`config.mk`:
```
export PLATFORM = sky130hd
export DESIGN_NAME = msh_queue
export DESIGN_NICKNAME = d
export VERILOG_FILES = /design/src/rtl/msh_pkg.sv /design/src/rtl/msh_queue.sv
export SDC_FILE = /design/constraint.sdc
export NUM_CORES = 1
export LEC_CHECK = 0
export BUFFER_PORTS_ARGS = -buffer_cell sky130_fd_sc_hd__buf_2
export CAP_MARGIN = 40
export CORE_AREA = 2 2 163 165
export CTS_CLUSTER_SIZE = 10
export DETAILED_ROUTE_END_ITERATION = 8
export DIE_AREA = 0 0 165 167
export PLACE_DENSITY_LB_ADDON = 0.05
export SYNTH_ARGS = -nofsm -noshare
export SYNTH_HDL_FRONTEND = slang
export SYNTH_SLANG_ARGS = --single-unit
```
`constraint.sdc`:
```
create_clock -name clk_i -period 2.69 [get_ports clk_i]
set_input_delay 0.1345 -clock clk_i [delete_from_list [all_inputs] [get_ports clk_i]]
set_output_delay 0.1345 -clock clk_i [all_outputs]
set_load 0.05 [all_outputs]
```
`src/rtl/msh_pkg.sv`:
```
// Package for the magnetometer scale and heading block.
// Shared types, constants and constant tables; no dependencies.
`default_nettype none

package msh_pkg;

  localparam int AXIS_W       = 16;
  localparam int FIELD_W      = 21;
  localparam int HEAD_W       = 16;
  localparam int GAIN_W       = 3;
  localparam int DIV_W        = 12;   // width of 2 * LSB-per-gauss
  localparam int ZACC_W       = 26;   // angle accumulator, 1/32768 degree
  localparam int CORDIC_W     = 33;   // CORDIC x/y datapath
  localparam int ATAN_LEN     = 24;
  localparam int QUEUE_DEPTH  = 4;

  localparam int CORDIC_STEPS_DEF        = 16;
  localparam int FIELD_FRACTION_BITS_DEF = 12;

  localparam logic [GAIN_W-1:0] GAIN_RESET = 3'd1;

  localparam logic signed [ZACC_W-1:0] DEG180 = 26'sd5898240;
  localparam logic signed [ZACC_W-1:0] DEG360 = 26'sd11796480;
  localparam logic [17:0]              HEAD_WRAP = 18'd46080;
  localparam logic signed [ZACC_W-1:0] ROUND_HALF = 26'sd128;

  // One queued sample with its classification
  typedef struct packed {
    logic signed [AXIS_W-1:0] x;
    logic signed [AXIS_W-1:0] y;
    logic signed [AXIS_W-1:0] z;
    logic [GAIN_W-1:0]        gain;
    logic                     x_neg;
    logic                     zero;
  } msh_item_t;

  // Handshake between two internal parts
  typedef struct packed {
    logic valid;
    logic stall;
  } msh_hs_t;

  // 2 * LSB per gauss for each gain code
  function automatic logic [DIV_W-1:0] div_of(input logic [GAIN_W-1:0] g);
    logic [DIV_W-1:0] d;
    begin
      case (g)
        3'd0: d = 12'd2740;
        3'd1: d = 12'd2180;
        3'd2: d = 12'd1640;
        3'd3: d = 12'd1320;
        3'd4: d = 12'd880;
        3'd5: d = 12'd780;
        3'd6: d = 12'd660;
        default: d = 12'd460;
      endcase
      return d;
    end
  endfunction

  // atan(2^-i) in 1/32768 degree
  function automatic int atan_of(input int i);
    int a;
    begin
      case (i)
        0: a = 1474560;
        1: a = 870484;
        2: a = 459940;
        3: a = 233473;
        4: a = 117189;
        5: a = 58652;
        6: a = 29333;
        7: a = 14667;
        8: a = 7334;
        9: a = 3667;
        10: a = 1833;
        11: a = 917;
        12: a = 458;
        13: a = 229;
        14: a = 115;
        15: a = 57;
        16: a = 29;
        17: a = 14;
        18: a = 7;
        19: a = 4;
        20: a = 2;
        21: a = 1;
        default: a = 0;
      endcase
      return a;
    end
  endfunction

endpackage

`default_nettype wire

```
`src/rtl/msh_queue.sv`:
```
// Small FIFO between the front and back ends.
// Depends on msh_pkg.
`default_nettype none

module msh_queue import msh_pkg::*; (
  input  wire       clk_i,
  input  wire       rst_ni,
  input  msh_hs_t   push_i,
  input  msh_item_t item_i,
  output logic      full_o,
  output logic      empty_o,
  input  wire       pop_i,
  output msh_item_t item_o
);

  localparam int PW = $clog2(QUEUE_DEPTH);
  localparam int CW = $clog2(QUEUE_DEPTH + 1);

  msh_item_t       mem_q [QUEUE_DEPTH];
  logic [PW-1:0]   wr_q, wr_d, rd_q, rd_d;
  logic [CW-1:0]   cnt_q, cnt_d;
  logic            push, pop;

  assign full_o  = (cnt_q == CW'(QUEUE_DEPTH));
  assign empty_o = (cnt_q == '0);
  assign push    = push_i.valid & ~push_i.stall;
  assign pop     = pop_i & ~empty_o;
  assign item_o  = mem_q[rd_q];

  // pointer and count update
  always_comb begin
    wr_d  = push ? wr_q + 1'b1 : wr_q;
    rd_d  = pop ? rd_q + 1'b1 : rd_q;
    cnt_d = cnt_q;
    if (push && !pop) begin
      cnt_d = cnt_q + 1'b1;
    end else if (pop && !push) begin
      cnt_d = cnt_q - 1'b1;
    end
  end

  always_ff @(posedge clk_i or negedge rst_ni) begin
    if (!rst_ni) begin
      wr_q  <= '0;
      rd_q  <= '0;
      cnt_q <= '0;
    end else begin
      wr_q  <= wr_d;
      rd_q  <= rd_d;
      cnt_q <= cnt_d;
    end
  end

  always_ff @(posedge clk_i) begin
    if (push) begin
      mem_q[wr_q] <= item_i;
    end
  end

endmodule

`default_nettype wire

```
* Word-level counts from Yosys, hierarchy flattened *
Memory sizes are Yosys's and may differ from the RTL's.
Cells that the tools add are included.

storage, ports and cells
  word-level logic and storage cells = 23
  bits in writable memories = 212
  memories kept = 1
  bits of input ports = 58
  register bits = 7

memories
  memory  depth  width  rd ports  clocked after memory_dff  wr ports  RTL line         text
  mem_q   4      53     1         0                         1         msh_queue.sv:19  msh_item_t mem_q [QUEUE_DEPTH];

operators by class
  reductions and logical operators = 6
  multiplexer cells = 4
  bitwise gates (word level) = 4
  add/sub/neg operators = 4
  equal/unequal tests = 1

operators by type and width
  cell                                               count
  2-to-1 mux 3 bit                                   2
  adder 2 x 1 -> 2 bit (second input constant)       2
  adder 3 x 1 -> 3 bit (second input constant)       1
  equality test 3 bit (second input constant)        1
  logical NOT 3 bit                                  1
  subtractor 3 x 1 -> 3 bit (second input constant)  1
  AND 1 bit                                          2
  logical AND 1 bit                                  2
  logical NOT 1 bit                                  2
  2-to-1 mux 1 bit                                   2
  inverter 1 bit                                     2
  nonzero test 2 bit                                 1

* Logic depth before layout (Yosys ltp) *
Gate-level depths: netlist of the first run.

  depth in word-level cells = 6
  mapped depth = 8
  gate-level depth less buffers = 8

* Worst setup path after synthesis of the first run *
No wires, ideal clock.

  path type = register to register
  start point = register wr_q[0]
  end point = memory mem_q[2][0] in the netlist's numbering, enable pin
  library setup time = 0.416 ns
  cell stages (with the launch flop) = 4
  setup slack = 0.389 ns
  clock period less this slack = 2.301 ns
  arrival = 1.885 ns
  path through = dfrtp_1 -> inv_1 -> ha_1 -> and2_1

RTL lines
  element                   RTL line         text
  start: declaration        msh_queue.sv:20  logic [PW-1:0] wr_q, wr_d, rd_q, rd_d;
  start signal: assignment  msh_queue.sv:48  wr_q <= wr_d;
  end: declaration          msh_queue.sv:19

Straight into the memory's write port.

==> results of run 1 <==
## power breakdown
group / switching [mW] / leakage [nW] / internal (mW)
Sequential: 0.207 / 2.01 / 4.15
Combinational: 2.81 / 1.25 / 1.37
Clock: 1.25 / 0.383 / 1.97
Total: 4.27 / 3.63 / 7.49
## per-layer routing
| layer | up-vias | share of wire | track usage |
|---|---|---|---|
| li1 | 1735 | - | - |
| met1 | 2009 | 0.43 | 0.1549 |
| met2 | 95 | 0.49 | 0.1991 |
| met3 | 25 | 0.054 | 0.02690 |
| met4 | 0 | 0.021 | 0.03289 |
| met5 | - | 0 | 0 |
## final timing paths
check,to,from,cells after the start
setup / recovery,item_o[47],rd_q[0]$_DFFE_PN0P_,3
hold / removal,wr_q[0]$_DFFE_PN0P_,push_i[0],4
setup reg to reg,cnt_q[2]$_DFFE_PN0P_,cnt_q[0]$_DFFE_PN0P_,8
hold reg to reg,cnt_q[2]$_DFFE_PN0P_,cnt_q[2]$_DFFE_PN0P_,1
max in group asynchronous,rd_q[0]$_DFFE_PN0P_,rst_ni,3
min in group asynchronous,cnt_q[0]$_DFFE_PN0P_,rst_ni,3
## cell type report
class                           count  area, um2  area share
Timing Repair Buffer              182       1289      0.1228
Tap cell                          335      419.2     0.03994
Inverter                            4      15.01    0.001431
Sequential cell                   219       6546      0.6237
Clock buffer                       38      737.0     0.07022
Antenna cell                        1      2.502   0.0002384
Clock inverter                      4      51.30    0.004888
Multi-Input combinational cell     78       1435      0.1367
## through the flow
stage / area [um2] / util
final: 10500 / 0.4074
after global routing: 10500 / 0.4074
after global placement: 9144 / 0.3549
after floorplan: 8127 / -
after CTS: 10490 / 0.4073
after detailed placement: 9144 / 0.3549
## kinds of logic after synthesis
family / count (synthesis) / share of synthesized area
simple gates: 11 / 0.007544
buf+inv: 17 / 0.01971
compound gates: 1 / 0.0006153
xor+xnor: 6 / 0.006466
flops: 219 / 0.8049
fa+ha+maj: 6 / 0.01016
mux: 54 / 0.1506
## critical path: stages, from the launching register on
cell     delay (ps)
dfrtp_4         740
buf_12          260
mux4_1          560
buf_2           230
## sequential cells by signal (all words and copies together), names as in the netlist
name / count
cnt_q: 3
mem_q: 212
rd_q: 2
wr_q: 2
## layout by cell type, fill, tap and decap left out
cell           synthesis  final
mux4_2                48     48
clkbuf_16              0     27
clkbuf_1               1      9
ha_1                   5      5
or3_1                  1      1
dlygate4sd3_1          0     56
fa_1                   1      1
dfrtp_4                0      1
buf_4                  0      9
xor2_1                 2      2
buf_2                  6    112
dfrtp_2                0      1
nor2b_1                1      1
mux2_2                 1      1
nor3b_1                1      1
nor2_1                 1      1
dfrtp_1                7      5
clkinv_1               0      1
inv_6                  0      2
buf_12                 5      5
o21ai_0                1      1
nand3_1                1      1
diode_2                0      1
bufinv_16              0      1
mux4_1                 5      5
inv_1                  4      4
edfxtp_1             212    212
nand2_1                2      2
xnor2_1                4      4
and2_4                 0      4
clkbuf_8               0      2
## what timing repair did
| action | 4_1_cts | 5_1_grt |
|---|---|---|
| gates resized for setup | 0 | 0 |
| hold buffers | 56 | 0 |
| setup endpoints to repair | 0 | 0 |
| endpoints found under the hold margin | 221 | 0 |
==> summary.md, run 1 <==
| Metric | Value |
|---|---|
| Status | finished clean |
| Setup WS post-layout | 226.2 ps |
| Post-synthesis sequential element count | roughly 220 |
| Routability cong. | between 0.6 and 0.7 |
| Setup crit end kind | primary output |
| Root buffer cell | clkbuf_16 |
| Reg clk slew, reported paths | 50 ps |
| Mapped Avg Cell Area | 25.88 um2 |
| CP Launch Type | flip-flop |
| Largest net degree at the start of global routing | 41 |
| Syn nets | about 380 |
| Slew margin rel. | 0.6456 |
| First-pass GRT wire length | roughly 24 mm |
| Yosys cell types | 22 |
| Residual DRC count | 0 |
| Worst Hold Class | in -> reg |
| H-tree depth | 1 |
| Initial core utilization | 0.3154 |
| Top-count cell post-synth | edfxtp_1 |
| GRT overflow | 0 |
| CP required | roughly 2600 ps |
| Fmax | slightly above 400 MHz |
| # fillers | ~2,300 |
| Detailed Route Iter0 Violations | roughly 150 |
| Clock sinks | 219 |
| Nets | ~580 |
| Layout Cells excl Fill | between 800 and 900 |
| Share of synthesized registers carrying an async set or reset | 0.03196 |
| Num rows | 59 |
| Die X | around 170 um |
| CP Class | reg -> out |
| Unrepaired setup endpoints after global routing | no |
| Pre-CTS WS | 553.7 ps |
| Setup TNS | 0 ps |
| Post-CTS Setup Inserts | 0 |
| Worst skew pair latency | 520 ps |
| HPWL reported at the end of detailed placement | a little over 9 mm |
| Placed Cells | between 700 and 800 |
| Mapped Cells | around 310 |
| Yosys top cell area share | 0.7834 |
| Fin. Hold Viols | 0 |
| # IOs | approximately 110 |
| Worst EP arrival | roughly 2300 ps |
| Synth top area cells | edfxtp_1, mux4_2, dfrtp_1 |
| P&R area growth vs syn | 29.15% |
| Routed Antenna Nets | 0 |
| Tmin final | ~2500 ps |
| Layout cell share with drive strength beyond 1 | 0.4057 |
| Period utilization | 0.9159 |
| DRT Pass-1 Iters | 4 |
| Top cells by instance count after synthesis | edfxtp_1, mux4_2, dfrtp_1, buf_2 |
| Hold WS | 40.74 ps |
| Worst reg2reg setup slack | between 500 and 600 ps |
| Vias | slightly below 4,000 |
| Port Buf Inserts | 112 |
| Cell taking the most area after synthesis | edfxtp_1 |
| Antenna violations before repair | 1 |
| VDD IR max | approximately 0.00055 V |
| Vias in the first global route | roughly 4,200 |
| Crit-path max FO | 21 |
| Final Skew | roughly 16 ps |
| Worst-Margin Slew | 531.6 ps |
| Pwr dens | 1121 nW/um2 |
| Netlist Area Pre-Place | 8127 um2 |
| Max_cap viols | 0 |
| Post-detailed-routing wire length | ~16 mm |
| Max clock buf depth | 3 |
| CTS buffer count | 27 |
| Final setup vio count | 0 |
| Chip height | 167 um |
| Post-synthesis sequential area ratio | 0.8049 |
| Yosys warnings | 0 |
| Total track usage | 0.1188 |
| Tot Pwr | 11.76 mW |
| Via/cell ratio | around 4.5 |
| Placeable Area | around 26,000 um2 |
| Slew Limit Fails | 0 |
| Leak pwr | approximately 3.6 nW |
| Top_reg_cell synth | edfxtp_1 |
| CTS tree | done |
| DIE AREA | approximately 28,000 um2 |
| Number of synthesized flops with an enable pin | roughly 210 |
| WL/cell | roughly 19 um |
(Power assumes the default switching activity.)
==> run 2: changes to the inputs <==
PLACE_DENSITY_LB_ADDON = not set   (was 0.05)
==> run 2 against run 1 <==
  * Clock skew down 4.9 ps
  * Sequential share of layout area increased by 0.27 points
  * Clock power is 5% lower
  * Global-route usage fell by 0.94 points
  * Design area down 0.43%
  * Worst hold slack better by 80 ps
  * Setup slack gained 110 ps
  * Critical endpoint is now item_o[4]
  * Register-to-register slack got worse by 50 ps
  * Critical path type unchanged
  * Die area did not move
==> summary.md, run 2 (synthesized netlist as in run 1, its figures left out) <==
| Metric | Value |
|---|---|
| Nets | 573 |
| Reg clk slew, reported paths | ~50 ps |
| Num rows | 59 |
| Antenna violations before repair | 0 |
| Fin. Hold Viols | 0 |
| GRT overflow | 0 |
| Residual DRC count | 0 |
| Setup crit end kind | primary output |
| Max clock buf depth | 3 |
| Die X | between 150 and 200 um |
| Setup TNS | 0 ps |
| CP required | approximately 2600 ps |
| Period utilization | 0.8766 |
| Leading cell types in the layout, fill and taps excluded | edfxtp_1, buf_2, dlygate4sd3_1 |
| Status | finished clean |
| Chip height | 167 um |
| Final Skew | roughly 11 ps |
| Root buffer cell | clkbuf_16 |
| Kind of cell adding the most delay to the critical path | flip-flops |
| Worst Hold Class | in -> reg |
| Via/cell ratio | roughly 4.4 |
| H-tree depth | 1 |
| Post-CTS sizing | 0 |
| Pwr dens | ~1100 nW/um2 |
| Clock sinks | 219 |
| VDD IR max | 0.0005956 V |
| First-pass GRT wire length | roughly 23 mm |
| Largest registers | mem_q x212, cnt_q x3 |
| Tmin final | about 2400 ps |
| Slowest library cell on the worst path | dfrtp_4 |
| FF-to-FF Start | cnt_q[0]$_DFFE_PN0P_ |
| Most common cell after layout, fill and taps aside | edfxtp_1 |
| Worst reg2reg setup slack | approximately 520 ps |
| CP Launch Type | flip-flop |
| Largest register FFs | 212 |
| Largest net degree at the start of global routing | 31 |
| Total track usage | 0.1094 |
| DIE AREA | 27,560 um2 |
| Final Util | 0.4056 |
| Vias | 3,798 |
| Area of the multi-input gates | approximately 1400 um2 |
| Routability cong. | between 0.6 and 0.7 |
| Vias in the first global route | roughly 4,200 |
| Critical path's largest stage delay | 650 ps |
| Largest reg by FF count | mem_q |
| Fmax | 424.1 MHz |
| Port Buf Inserts | ~110 |
| Max_cap viols | 0 |
| # IOs | 113 |
| P&R area growth vs syn | 28.59% |
| Post-detailed-routing wire length | roughly 15 mm |
| Ant diodes | 0 |
| Worst skew pair latency | between 500 and 600 ps |
| CP Class | reg -> out |
| # fillers | roughly 2,300 |
| Slew margin rel. | 0.6357 |
| Leak pwr | 3.605 nW |
| WL/cell | 17.87 um |
| Crit-path cells | buf_4 > mux4_2 > buf_2 |
| Slew Limit Fails | 0 |
| Storage element area | ~6500 um2 |
| CTS tree | done |
| Routed Antenna Nets | 0 |
| Tot Pwr | roughly 12 mW |
| HPWL reported at the end of detailed placement | approximately 9 mm |
| Worst-Margin Slew | roughly 550 ps |
| Layout cell share with drive strength beyond 1 | 0.3992 |
| Crit-path max FO | 15 |
| Hold Path Origin | push_i[1] |
| Placeable Area | 25,760 um2 |
| Unrepaired setup endpoints after global routing | no |
| Worst setup path start | rd_q[0]$_DFFE_PN0P_ |
| Final setup vio count | 0 |
| Worst EP arrival | between 2000 and 2500 ps |
| CTS buffer count | 26 |
| CP bufs+invs | 2 |
| Initial core utilization | 0.3154 |
| DRT Pass-1 Iters | 4 |
| Detailed Route Iter0 Violations | approximately 190 |
run 2: cell types whose count changed in the layout (fill, tap and decap cells not counted), sizes merged:
cell	change
buf	-3
bufinv	-1
clkinv	+1
diode	-1
dlygate4sd3	+1
inv	-2
run 2: tightest hold or removal path, cell delays in order:
cell and delay, ps:
buf_2 90, nor2b_1 210, xnor2_1 150
run 2: where the power goes:
group | switching, mW | internal, mW | total, mW | leakage (nW)
Combinational | 2.80 | 1.36 | 4.16 | 1.24
Sequential | 0.175 | 4.15 | 4.32 | 2.01
Clock | 1.20 | 1.86 | 3.06 | 0.363
run 2: path summary, 6_finish.rpt:
check / depth (start not counted) / endpoint
setup / recovery: 3 / item_o[4]
hold / removal: 3 / wr_q[0]$_DFFE_PN0P_
setup reg to reg: 8 / cnt_q[2]$_DFFE_PN0P_
hold reg to reg: 1 / cnt_q[2]$_DFFE_PN0P_
max in group asynchronous: 3 / rd_q[0]$_DFFE_PN0P_
min in group asynchronous: 3 / cnt_q[0]$_DFFE_PN0P_
run 2: layout make-up:
| class | count | area share |
|---|---|---|
| inverters | 4 | 0.001437 |
| multi-input cells | 78 | 0.1373 |
| well taps | 335 | 0.04011 |
| clock buffers | 38 | 0.07052 |
| flip-flops and latches | 219 | 0.6264 |
| repair buffers | 180 | 0.1233 |
| clock inverters | 2 | 0.0008381 |
run 2: per-layer routing:
layer | share of wire | GRT usage | routed length, um
met5 | 0 | 0 | 0
met4 | 0.018 | 0.02798 | 269
met2 | 0.51 | 0.1928 | 7803
met3 | 0.049 | 0.02516 | 743
met1 | 0.42 | 0.1349 | 6476
run 2: repair_timing:
action / in CTS / in global routing
buffers inserted: 0 / 1
hold buffers: 57 / 0
hold endpoints to repair: 223 / 0
endpoints found under the setup margin: 0 / 12
run 2: stage by stage:
step	instance area [um2]	cells	hold WS, ps	worst slack, ps
after floorplan	8127	314	-161.1	388.8
after global routing	10450	856	134.6	216.6
final	10450	856	120.6	332.0
after CTS	10430	855	98.66	26.27
after global placement	9114	758	-30.71	593.0
after detailed placement	9114	758	-19.77	527.9
