$ cat config.mk
export PLATFORM = sky130hd
export DESIGN_NAME = msh_front
export DESIGN_NICKNAME = d
export VERILOG_FILES = /design/src/rtl/msh_pkg.sv /design/src/rtl/msh_front.sv
export SDC_FILE = /design/constraint.sdc
export NUM_CORES = 1
export LEC_CHECK = 0
export BUFFER_PORTS_ARGS = -buffer_cell sky130_fd_sc_hd__buf_2
export CAP_MARGIN = 0
export CORE_ASPECT_RATIO = 0.7
export CORE_UTILIZATION = 44
export CTS_CLUSTER_DIAMETER = 50
export DETAILED_ROUTE_END_ITERATION = 10
export PLACE_DENSITY_LB_ADDON = 0.08
export SLEW_MARGIN = 30
export SYNTH_ARGS = -nofsm -noshare
export SYNTH_HDL_FRONTEND = slang
export SYNTH_SLANG_ARGS = --single-unit
$ cat constraint.sdc
create_clock -name clk_i -period 8 [get_ports clk_i]
set_clock_uncertainty 0.1 [all_clocks]
set_input_delay 0 -clock clk_i [delete_from_list [all_inputs] [get_ports clk_i]]
set_output_delay 0 -clock clk_i [all_outputs]
set_load 0.05 [all_outputs]
$ cat src/rtl/msh_pkg.sv
// Package for the magnetometer scale and heading block.
// Shared types, constants and constant tables; no dependencies.
`default_nettype none

package msh_pkg;

  localparam int AXIS_W       = 16;
  localparam int FIELD_W      = 21;
  localparam int HEAD_W       = 16;
  localparam int GAIN_W       = 3;
  localparam int DIV_W        = 12;   // width of 2 * LSB-per-gauss
  localparam int ZACC_W       = 26;   // angle accumulator, 1/32768 degree
  localparam int CORDIC_W     = 33;   // CORDIC x/y datapath
  localparam int ATAN_LEN     = 24;
  localparam int QUEUE_DEPTH  = 4;

  localparam int CORDIC_STEPS_DEF        = 16;
  localparam int FIELD_FRACTION_BITS_DEF = 12;

  localparam logic [GAIN_W-1:0] GAIN_RESET = 3'd1;

  localparam logic signed [ZACC_W-1:0] DEG180 = 26'sd5898240;
  localparam logic signed [ZACC_W-1:0] DEG360 = 26'sd11796480;
  localparam logic [17:0]              HEAD_WRAP = 18'd46080;
  localparam logic signed [ZACC_W-1:0] ROUND_HALF = 26'sd128;

  // One queued sample with its classification
  typedef struct packed {
    logic signed [AXIS_W-1:0] x;
    logic signed [AXIS_W-1:0] y;
    logic signed [AXIS_W-1:0] z;
    logic [GAIN_W-1:0]        gain;
    logic                     x_neg;
    logic                     zero;
  } msh_item_t;

  // Handshake between two internal parts
  typedef struct packed {
    logic valid;
    logic stall;
  } msh_hs_t;

  // 2 * LSB per gauss for each gain code
  function automatic logic [DIV_W-1:0] div_of(input logic [GAIN_W-1:0] g);
    logic [DIV_W-1:0] d;
    begin
      case (g)
        3'd0: d = 12'd2740;
        3'd1: d = 12'd2180;
        3'd2: d = 12'd1640;
        3'd3: d = 12'd1320;
        3'd4: d = 12'd880;
        3'd5: d = 12'd780;
        3'd6: d = 12'd660;
        default: d = 12'd460;
      endcase
      return d;
    end
  endfunction

  // atan(2^-i) in 1/32768 degree
  function automatic int atan_of(input int i);
    int a;
    begin
      case (i)
        0: a = 1474560;
        1: a = 870484;
        2: a = 459940;
        3: a = 233473;
        4: a = 117189;
        5: a = 58652;
        6: a = 29333;
        7: a = 14667;
        8: a = 7334;
        9: a = 3667;
        10: a = 1833;
        11: a = 917;
        12: a = 458;
        13: a = 229;
        14: a = 115;
        15: a = 57;
        16: a = 29;
        17: a = 14;
        18: a = 7;
        19: a = 4;
        20: a = 2;
        21: a = 1;
        default: a = 0;
      endcase
      return a;
    end
  endfunction

endpackage

`default_nettype wire

$ cat src/rtl/msh_front.sv
// Front end: accepts samples and classifies them for the back end.
// Depends on msh_pkg.
`default_nettype none

module msh_front import msh_pkg::*; (
  input  wire                     clk_i,
  input  wire                     rst_ni,
  input  wire                     in_valid_i,
  output logic                    in_stall_o,
  input  wire signed [AXIS_W-1:0] axis_x_i,
  input  wire signed [AXIS_W-1:0] axis_z_i,
  input  wire signed [AXIS_W-1:0] axis_y_i,
  input  wire [GAIN_W-1:0]        gain_i,
  output msh_hs_t                 push_o,
  input  wire                     full_i,
  output msh_item_t               item_o
);

  logic      valid_q, valid_d;
  logic      take;
  msh_item_t item_q;

  assign in_stall_o = valid_q & full_i;
  assign take       = in_valid_i & ~in_stall_o;

  // hold a sample until the queue has room
  always_comb begin
    valid_d = valid_q;
    if (take) begin
      valid_d = 1'b1;
    end else if (valid_q && !full_i) begin
      valid_d = 1'b0;
    end
  end

  always_ff @(posedge clk_i or negedge rst_ni) begin
    if (!rst_ni) begin
      valid_q <= 1'b0;
    end else begin
      valid_q <= valid_d;
    end
  end

  // classify: quadrant fold and the all-zero case
  always_ff @(posedge clk_i) begin
    if (take) begin
      item_q.x     <= axis_x_i;
      item_q.y     <= axis_y_i;
      item_q.z     <= axis_z_i;
      item_q.gain  <= gain_i;
      item_q.x_neg <= axis_x_i[AXIS_W-1];
      item_q.zero  <= (axis_x_i == '0) && (axis_y_i == '0);
    end
  end

  assign push_o.valid = valid_q;
  assign push_o.stall = full_i;
  assign item_o       = item_q;

endmodule

`default_nettype wire

# After elaboration in Yosys (flattened, before gate mapping)
# Index checks and enable logic that the tools add are counted.
[op_classes] n_reduce_logical=6 magnitude_cmp=0 n_mux=2 multipliers=0 eq_ne=0 addsub=0 n_div=0 bitwise=3 n_shift=0
[ops] cell="16-bit zero test" n=2
[ops] cell="1-bit bitwise AND" n=2
[ops] cell="1-bit logical AND" n=2
[ops] cell="1-bit 2-to-1 mux" n=2
[ops] cell="2-bit nonzero test" n=1
[ops] cell="1-bit zero test" n=1
[ops] cell="1-bit inverter" n=1
[word_totals] ff_bits=54 inputBits=55 word_cells=18 mem_count=0 latchBits=0 mem_bits_rw=0 rom_bits=0

# Depth between registers and ports, before layout
# Gate-level depths: netlist of run 1.
[depth] word_depth=4 ltp_mapped=3 ltp_nobuf=3

# Least setup slack after synthesis of run 1
# No wires, ideal clock.
[synth_timing] path_type="reg-to-reg" start="reg valid_q" end="reg item_q (netlist bit item_o[0]) (enable)" setup_time_ns=0.467 path_slack_ns=4.374 arrival_ns=3.059 synth_period_minus_slack_ns=3.626 stages_incl_launch_ff=3 required_ns=7.433 cell_sequence="dfrtp_1 and2_1 nor2b_1"
[synth_between] elab_chain_cells=3
[synth_lines] element="start: declaration" line_no="msh_front.sv:19" source="logic valid_q, valid_d;"
[synth_lines] element="start signal: assignment" line_no="msh_front.sv:40" source="valid_q <= valid_d;"
[synth_lines] element="1-bit bitwise AND" line_no="msh_front.sv:23" source="assign in_stall_o = valid_q & full_i;"
[synth_lines] element="named net in_stall_o" line_no="msh_front.sv:9" source="output logic in_stall_o,"
[synth_lines] element="1-bit inverter" line_no="msh_front.sv:24" source="assign take = in_valid_i & ~in_stall_o;"
[synth_lines] element="1-bit bitwise AND" line_no="msh_front.sv:24"
[synth_lines] element="named net take" line_no="msh_front.sv:20" source="logic take;"
[synth_lines] element="end: declaration" line_no="msh_front.sv:21" source="msh_item_t item_q;"
# The timed path passes the listed nets, and every way through them passes these cells.
# A chain may end at the register's enable or synchronous reset.

# Worst setup path in the final report of run 1
[layout_timing] start="reg valid_q" end="reg item_q (netlist bit item_o[49]) (enable)"
[layout_between] elab_chain_cells=3
[layout_lines] element="1-bit bitwise AND" line_no="msh_front.sv:23"
[layout_lines] element="1-bit inverter" line_no="msh_front.sv:24"
[layout_lines] element="1-bit bitwise AND" line_no="msh_front.sv:24"
[layout_lines] element="named net take" line_no="msh_front.sv:20"
# The timed path passes the listed nets, and every way through them passes these cells.

==> run_results.csv, run 1 <==
group,metric,value,unit
final_layout,fin_cells,290,
worst_setup_path,crit_path_end,"item_o[49]",
final_layout,final_cell_area,0.00293,mm^2
placed_design,gp_congestion,0.719,
timing,finalCritPeriodShare,0.211,
drt,via_per_inst,4.46,
worst_setup_path,end_kind,"register",
synth,ys_async_sr_fraction,0.0189,
drt,num_vias,1294,
run,cap_violations,0,
worst_setup_path,slowest_stage,"buf_4",
die,initial_core_util,0.472,
synth,synth_cells,70,
worst_setup_path,r2r_start,"valid_q",
synth,yosysUniqueCellTypes,10,
global_routing,grt_max_degree,53,
worst_setup_path,regToRegEndpoint,"item_o[49]",
synth,yosys-top-cells-count,"edfxtp_1 (52), nor4_1 (7), buf_4 (3)",
die,die_y,54.0,um
worst_setup_path,required,7830,ps
power,p_per_area,198,mW/mm^2
synth,synth.most_common_cell,"edfxtp_1",
placed_design,portBuffers,110,
global_routing,antenna_found_initial,0,
drt,antenna_left,0,
timing,clock.fmax,593,MHz
clock_tree,cts.sinks,53,
synth,yosys.area.top_type,"edfxtp_1",
drt,first_pass_iters,4,
worst_setup_path,criticalPathCategory,"reg -> reg",
final_layout,fin_nets,294,
synth,synth.net_count,125,
min_path,hp-start,"full_i",
global_routing,grt_pass1_wl,6220,um
synth,synth.area.top_cells,"edfxtp_1 (92%), nor4_1 (2.6%), dfrtp_1 (1.5%)",
die,dieArea,0.00412,mm^2
synth,ys_seq_elements,53,
synth,ys_seq_area_frac,0.933,
placed_design,post-place-cells,228,
die,die_w,76.3,um
power,power.leakage,1.23,nW
final_layout,area_growth,72.1,%
clock_tree,cts_tree,"built",
die,ios,111,
synth,synthFlopType,"edfxtp_1",
worst_setup_path,critPathArrivalTime,1520,ps
timing,slew_viol_final,0,
clock_tree,cts_buffers,5,
synth,synth_top_cell_area_share,0.918,
worst_setup_path,crit_buf_inv,1,
worst_setup_path,worst-path-stages,3,
clock_tree,clockBufferDepth,2,
timing,hold_viol,0,
global_routing,track_usage,0.212,
synth,syn_avg_cell_area,24.3,um^2
min_path,min_path_type,"in -> reg",
global_routing,first_global_vias,1281,
status,outcome,"finished clean",
worst_setup_path,worstPathMaxFanout,52,
clock_tree,htreeDepth,2,
worst_setup_path,crit_family,"buffers and inverters",
placed_design,place_area,0.00231,mm^2
synth,synth_edf_count,52,
drt,drc,0,
timing,fin_setup_tns,0,ps
timing,worstMarginPinSlew,614,ps
clock_tree,root_buffer,"clkbuf_8",
drt,avgRoutedWirePerCell,14.9,um
worst_setup_path,path_cells,"and2_1 > nor2b_4 > buf_4",
timing,finalCriticalPeriod,1690,ps
clock_tree,clk_pin_slew,80,ps
global_routing,grt-ovfl-total,0,
drt,drt_iter0_drc,55,
clock_tree,insertion_delay,290,ps
die,fp-row-count,18,
final_layout,layout-drive-gt1-share,0.496,
die,coreArea,0.00360,mm^2
power,vdd_drop_max,0.142,mV
worst_setup_path,startpoint,"valid_q",
worst_setup_path,rrSetupSlack,6310,ps
worst_setup_path,start_kind,"register",
timing,rsz0062_at_grt,"false",
timing,setup_viol,0,
worst_setup_path,slowest_delay,520,ps
worst_setup_path,reg2reg_depth,3,
timing,hold_slack,70.0,ps
drt,wl,4310,um
synth,yosys_warnings,0,
final_layout,num_antenna_cells,0,
timing,relSlewSlack,0.590,
synth,netlist_area,0.00170,mm^2
==> power breakdown <==
part           switching, mW  internal, mW
Combinational         0.0769        0.0381
Clock                 0.0753        0.0623
Sequential           0.00371         0.323
Total                  0.156         0.423
==> layout make-up <==
type                       instances  area (um^2)
timing repair buffer             165         1100
clock buffer                       8         80.1
multi-input combinational         14         98.8
tap                               50         62.6
fill                             209          677
sequential                        53         1590
==> state kept, by name (all words and copies together), names as in the netlist <==
name,flops
item_o,52
valid_q,1
==> layout by cell type, fill, tap and decap left out <==
cell type        n
nand4_1          2
buf_2          110
nor4_1           7
dfrtp_1          1
nor4_2           1
or2_2            1
nor2_1           1
buf_4            1
clkbuf_8         5
and2_1           1
dlygate4sd3_1   54
edfxtp_1        52
clkbuf_1         3
nor2b_4          1
==> how the worst min path moves through the flow <==
stage	to	cells past startpoint
after floorplan	valid_q	0
after global placement	valid_q	1
after detailed placement	valid_q	1
after CTS	valid_q	3
after global routing	valid_q	3
final	valid_q	3
==> through the flow <==
| stage | setup WS [ps] | util | power [mW] |
|---|---|---|---|
| final | 6310 | 0.812 | 0.579 |
| after global routing | 6210 | 0.812 | 0.599 |
| after CTS | 6320 | 0.812 | 0.582 |
| after detailed placement | 6340 | 0.640 | 0.426 |
| after global placement | 6400 | 0.640 | 0.424 |
| after floorplan | 4370 | - | 0.397 |
==> worst min-delay path: stages <==
cell and delay [ps]:
buf_2 90, and2_1 200, or2_2 130
==> what timing repair did <==
item / CTS / global route
hold buffers: 54 / 0
gates resized for setup: 0 / 0
endpoints found under the hold margin: 53 / 0
buffers inserted: 0 / 0
==> metal layers <==
metal	GRT usage	vias to the layer above	share of wire
li1	-	621	-
met1	0.241	603	0.39
met2	0.404	68	0.54
met3	0.0644	2	0.070
met4	0.0577	0	0.0028
met5	0	-	0
==> cell families after synthesis <==
kind of cell  Yosys count  share of synthesized area
buf+inv                 3                     0.0132
flops                  53                      0.933
simple gates           14                     0.0537
(Power assumes the default switching activity.)
==> inputs of run 2 (changes only) <==
CORE_UTILIZATION = 37   (was 44)
clock period = 1.55 ns   (was 8 ns; I/O delays follow)
==> run 2 against run 1 <==
Net effect: global-route usage decreased by 4.1 points; sequential cell count unchanged; largest cell class unchanged; core utilization decreased by 13 points; worst setup slack got worse by 6100 ps; routed wire length decreased by 5.8%; combinational power increased to 5.3 times the previous value; first-iteration DRC count increased by 55%; critical path type is now in -> reg; register-to-register slack got worse by 6100 ps; power increased to 5.2 times the previous value.
==> run_results.csv, run 2 (synthesized netlist as in run 1, its figures left out) <==
group,metric,value,unit
status,outcome,"finished clean",
drt,avgRoutedWirePerCell,13.7,um
die,dieArea,0.00488,mm^2
worst_setup_path,rrSetupSlack,240,ps
power,power.leakage,1.25,nW
placed_design,portBuffers,110,
placed_design,gp_congestion,0.736,
worst_setup_path,slowest_stage,"dlygate4sd3_1",
final_layout,final_cell_area,0.00298,mm^2
drt,drc,0,
final_layout,regArea,0.00159,mm^2
drt,wl,4060,um
timing,rsz0062_at_grt,"false",
clock_tree,cts_buffers,5,
global_routing,first_global_vias,1415,
drt,antenna_left,0,
final_layout,final_cell_mix,"buf_2 (110), dlygate4sd3_1 (55), edfxtp_1 (52)",
power,vdd_drop_max,0.635,mV
final_layout,mostFrequentLayoutCell,"buf_2",
clock_tree,clockBufferDepth,2,
final_layout,multi_input_area,101,um^2
die,die_y,58.7,um
drt,num_vias,1316,
timing,hold_viol,0,
worst_setup_path,crit_buf_inv,3,
clock_tree,clk_pin_slew,90,ps
power,p_per_area,1020,mW/mm^2
clock_tree,cts.sinks,53,
clock_tree,cts_tree,"built",
worst_setup_path,worstPathMaxFanout,29,
timing,relSlewSlack,0.790,
drt,first_pass_iters,3,
die,die_w,83.0,um
die,initial_core_util,0.388,
clock_tree,cts.repair.resized,0,
final_layout,largest_reg_flops,52,
timing,setup_viol,0,
global_routing,grt_pass1_wl,6160,um
timing,hold_slack,310,ps
die,ios,111,
global_routing,grt-ovfl-total,0,
worst_setup_path,slowest_delay,530,ps
global_routing,grt_max_degree,30,
worst_setup_path,required,1460,ps
run,cap_violations,0,
drt,via_per_inst,4.43,
global_routing,track_usage,0.171,
worst_setup_path,start_kind,"input port",
final_layout,n_fill_cell,300,
timing,worstMarginPinSlew,313,ps
min_path,min_path_type,"in -> reg",
timing,finalCriticalPeriod,1310,ps
clock_tree,root_buffer,"clkbuf_8",
final_layout,layout-drive-gt1-share,0.508,
placed_design,place_area,0.00235,mm^2
timing,finalCritPeriodShare,0.845,
die,coreArea,0.00438,mm^2
worst_setup_path,crit_family,"buffers and inverters",
power,total_power,3.03,mW
placed_design,dp_hpwl,2520,um
die,fp-row-count,20,
final_layout,num_antenna_cells,0,
worst_setup_path,criticalPathCategory,"in -> reg",
worst_setup_path,path_cells,"dlygate4sd3_1 > buf_2 > and2_4 > nor2b_4 > buf_12",
final_layout,fin_nets,296,
timing,clock.fmax,763,MHz
clock_tree,htreeDepth,2,
final_layout,area_growth,75.5,%
worst_setup_path,critPathArrivalTime,1220,ps
drt,drt_iter0_drc,85,
worst_setup_path,end_kind,"register",
timing,slew_viol_final,0,
clock_tree,insertion_delay,290,ps
global_routing,antenna_found_initial,0,
run 2: metrics by stage:
| stage | setup TNS [ps] | worst slack [ps] | std cells | utilization |
|---|---|---|---|---|
| after CTS | 0 | 243 | 297 | 0.681 |
| after global placement | 0 | 273 | 234 | 0.536 |
| after global routing | 0 | 194 | 297 | 0.681 |
| after floorplan | -17000 | -327 | 70 | - |
| after detailed placement | 0 | 248 | 234 | 0.536 |
| final | 0 | 240 | 297 | 0.681 |
run 2: routing by layer:
layer  global-route usage  up-vias  part of all wire
li1                     -      627                 -
met1                0.180      614              0.39
met2                0.313       67              0.52
met3               0.0631        8             0.074
met4               0.0813        0             0.016
met5                    0        -                 0
run 2: path summary, 6_finish.rpt:
path / startpoint / to / cells past startpoint
min in group asynchronous: rst_ni / valid_q / 3
worst max register to register: valid_q / item_o[38] / 3
worst min-delay path: gain_i[1] / item_o[3] / 2
worst max-delay path: full_i / item_o[38] / 5
worst min register to register: valid_q / valid_q / 2
max in group asynchronous: rst_ni / valid_q / 3
run 2: cell type report:
cell class | instances | area share
Sequential cell | 53 | 0.532
Clock inverter | 3 | 0.00587
Multi-Input combinational cell | 14 | 0.0340
Tap cell | 55 | 0.0231
Timing Repair Buffer | 167 | 0.382
Clock buffer | 5 | 0.0231
run 2: repair_timing:
item / 4_1_cts / 5_1_grt
buffers inserted: 0 / 0
hold buffers: 55 / 0
hold endpoints to repair: 53 / 0
run 2: power breakdown:
part           switching, mW  internal (mW)
Clock                  0.427          0.313
Sequential            0.0183           1.67
Combinational          0.396          0.211
==> inputs of run 3 (changes only) <==
clock period = 1.2 ns   (was 1.55 ns; I/O delays follow)
==> run 3 against run 2 <==
Net effect: the run now ends with negative setup slack left; first-iteration DRC count decreased by 25%; routed wire length rose by 11%; critical path type is now reg -> reg; core utilization grew 4.0 points; global-route usage grew 0.62 points; sequential share of layout area shrank 3.0 points; final area is 5.9% higher; critical endpoint is now item_o[35]; critical path depth shrank 1; clock power up 31%; register-to-register slack got worse by 400 ps; combinational power grew 43%; non-clock buffer count up 3.
==> run_results.csv, run 3 (synthesized netlist as in run 1, its figures left out) <==
group,metric,value,unit
final_layout,area_growth,85.9,%
die,initial_core_util,0.388,
placed_design,portBuffers,110,
min_path,whs_path_depth,4,
timing,finalCriticalPeriod,1360,ps
clock_tree,clockBufferDepth,2,
clock_tree,clk_pin_slew,90,ps
final_layout,layout-drive-gt1-share,0.551,
drt,avgRoutedWirePerCell,15.1,um
power,p_per_area,1270,mW/mm^2
status,violations,"negative setup slack",
worst_setup_path,r2r_start,"valid_q",
clock_tree,cts_tree,"built",
timing,hold_viol,0,
min_path,min_path_type,"in -> reg",
drt,drt_iter0_drc,64,
final_layout,largest_reg_flops,52,
final_layout,final_cell_mix,"buf_2 (106), dlygate4sd3_1 (54), edfxtp_1 (52)",
drt,wl,4520,um
die,die_y,58.7,um
global_routing,grt_pass1_wl,6350,um
clock_tree,htreeDepth,2,
timing,finalCritPeriodShare,1.13,
drt,antenna_left,0,
final_layout,final_cell_area,0.00316,mm^2
drt,num_vias,1338,
worst_setup_path,startpoint,"valid_q",
placed_design,dp_hpwl,2530,um
global_routing,antenna_found_initial,0,
timing,relSlewSlack,0.838,
timing,hold_slack,54.1,ps
status,outcome,"complete, but fails checks",
clock_tree,insertion_delay,300,ps
timing,worstMarginPinSlew,241,ps
timing,setup_viol,53,
final_layout,num_antenna_cells,0,
global_routing,grt-ovfl-total,0,
worst_setup_path,required,1130,ps
power,vdd_drop_max,0.852,mV
worst_setup_path,critPathArrivalTime,1290,ps
worst_setup_path,reg2reg_depth,4,
final_layout,fin_nets,299,
final_layout,fin_util,0.722,
clock_tree,cts_buffers,5,
worst_setup_path,end_kind,"register",
worst_setup_path,criticalPathCategory,"reg -> reg",
drt,first_pass_iters,4,
clock_tree,cts.sinks,53,
placed_design,place_area,0.00235,mm^2
worst_setup_path,start_kind,"register",
placed_design,post-place-cells,235,
clock_tree,root_buffer,"clkbuf_8",
timing,slew_viol_final,0,
run,cap_violations,0,
power,power.leakage,1.31,nW
worst_setup_path,rrSetupSlack,-160,ps
global_routing,first_global_vias,1462,
global_routing,track_usage,0.177,
drt,drc,0,
global_routing,grt_max_degree,30,
worst_setup_path,crit_path_end,"item_o[35]",
timing,rsz0062_at_grt,"true",
timing,layout_setup_ws,-156,ps
final_layout,mostFrequentLayoutCell,"buf_2",
timing,clock.fmax,738,MHz
worst_setup_path,regToRegEndpoint,"item_o[35]",
worst_setup_path,worstPathMaxFanout,7,
die,fp-row-count,20,
die,dieArea,0.00488,mm^2
die,die_w,83.0,um
die,ios,111,
final_layout,fin_cells,300,
drt,via_per_inst,4.46,
die,coreArea,0.00438,mm^2
placed_design,gp_congestion,0.736,
run 3: area by class of cell:
| type | instances | area [um^2] |
|---|---|---|
| timing repair buffer | 170 | 1250 |
| tap | 55 | 68.8 |
| sequential | 53 | 1590 |
| fill | 271 | 1220 |
| multi-input combinational | 14 | 171 |
| clock buffer | 5 | 68.8 |
| clock inverter | 3 | 17.5 |
run 3: report_power, final:
group	switching [mW]	leakage, nW	internal [mW]	total [mW]
Clock	0.564	0.0439	0.403	0.967
Sequential	0.0239	0.507	2.15	2.17
Combinational	0.543	0.756	0.325	0.868
Total	1.13	1.31	2.88	4.01
run 3: per-layer routing:
| layer | track usage | routed length, um |
|---|---|---|
| met5 | 0 | 0 |
| met4 | 0.118 | 146 |
| met3 | 0.0575 | 329 |
| met2 | 0.319 | 2330 |
| met1 | 0.184 | 1720 |
run 3: per-stage QoR:
stage	power (mW)	setup TNS, ps	setup WS (ps)
after CTS	3.96	-5650	-121
after global routing	4.16	-9280	-190
after floorplan	2.64	-35200	-677
after global placement	2.85	-3360	-75.6
final	4.01	-7390	-156
after detailed placement	2.86	-5310	-113
run 3: how the worst min path moves through the flow:
stage / start / to / slack [ps]
global placement: rst_ni / valid_q / -330
finish: axis_y_i[13] / item_o[0] / 50
global route: axis_y_i[13] / item_o[0] / 50
detailed placement: rst_ni / valid_q / -320
CTS: axis_x_i[4] / item_o[0] / 40
floorplan: rst_ni / valid_q / -400
run 3: repair_timing:
action	in CTS	in global routing
buffers inserted	0	1
endpoints found under the hold margin	53	0
hold buffers	54	0
pin swaps	0	5
cloned	0	5
setup endpoints to repair	53	54
resized for setup	2	10
run 3: worst max-delay path: stages (launching register included):
cell	delay [ps]
dfrtp_1	390
and2_4	160
nor2b_4	130
buf_12	150
clkbuf_16	150
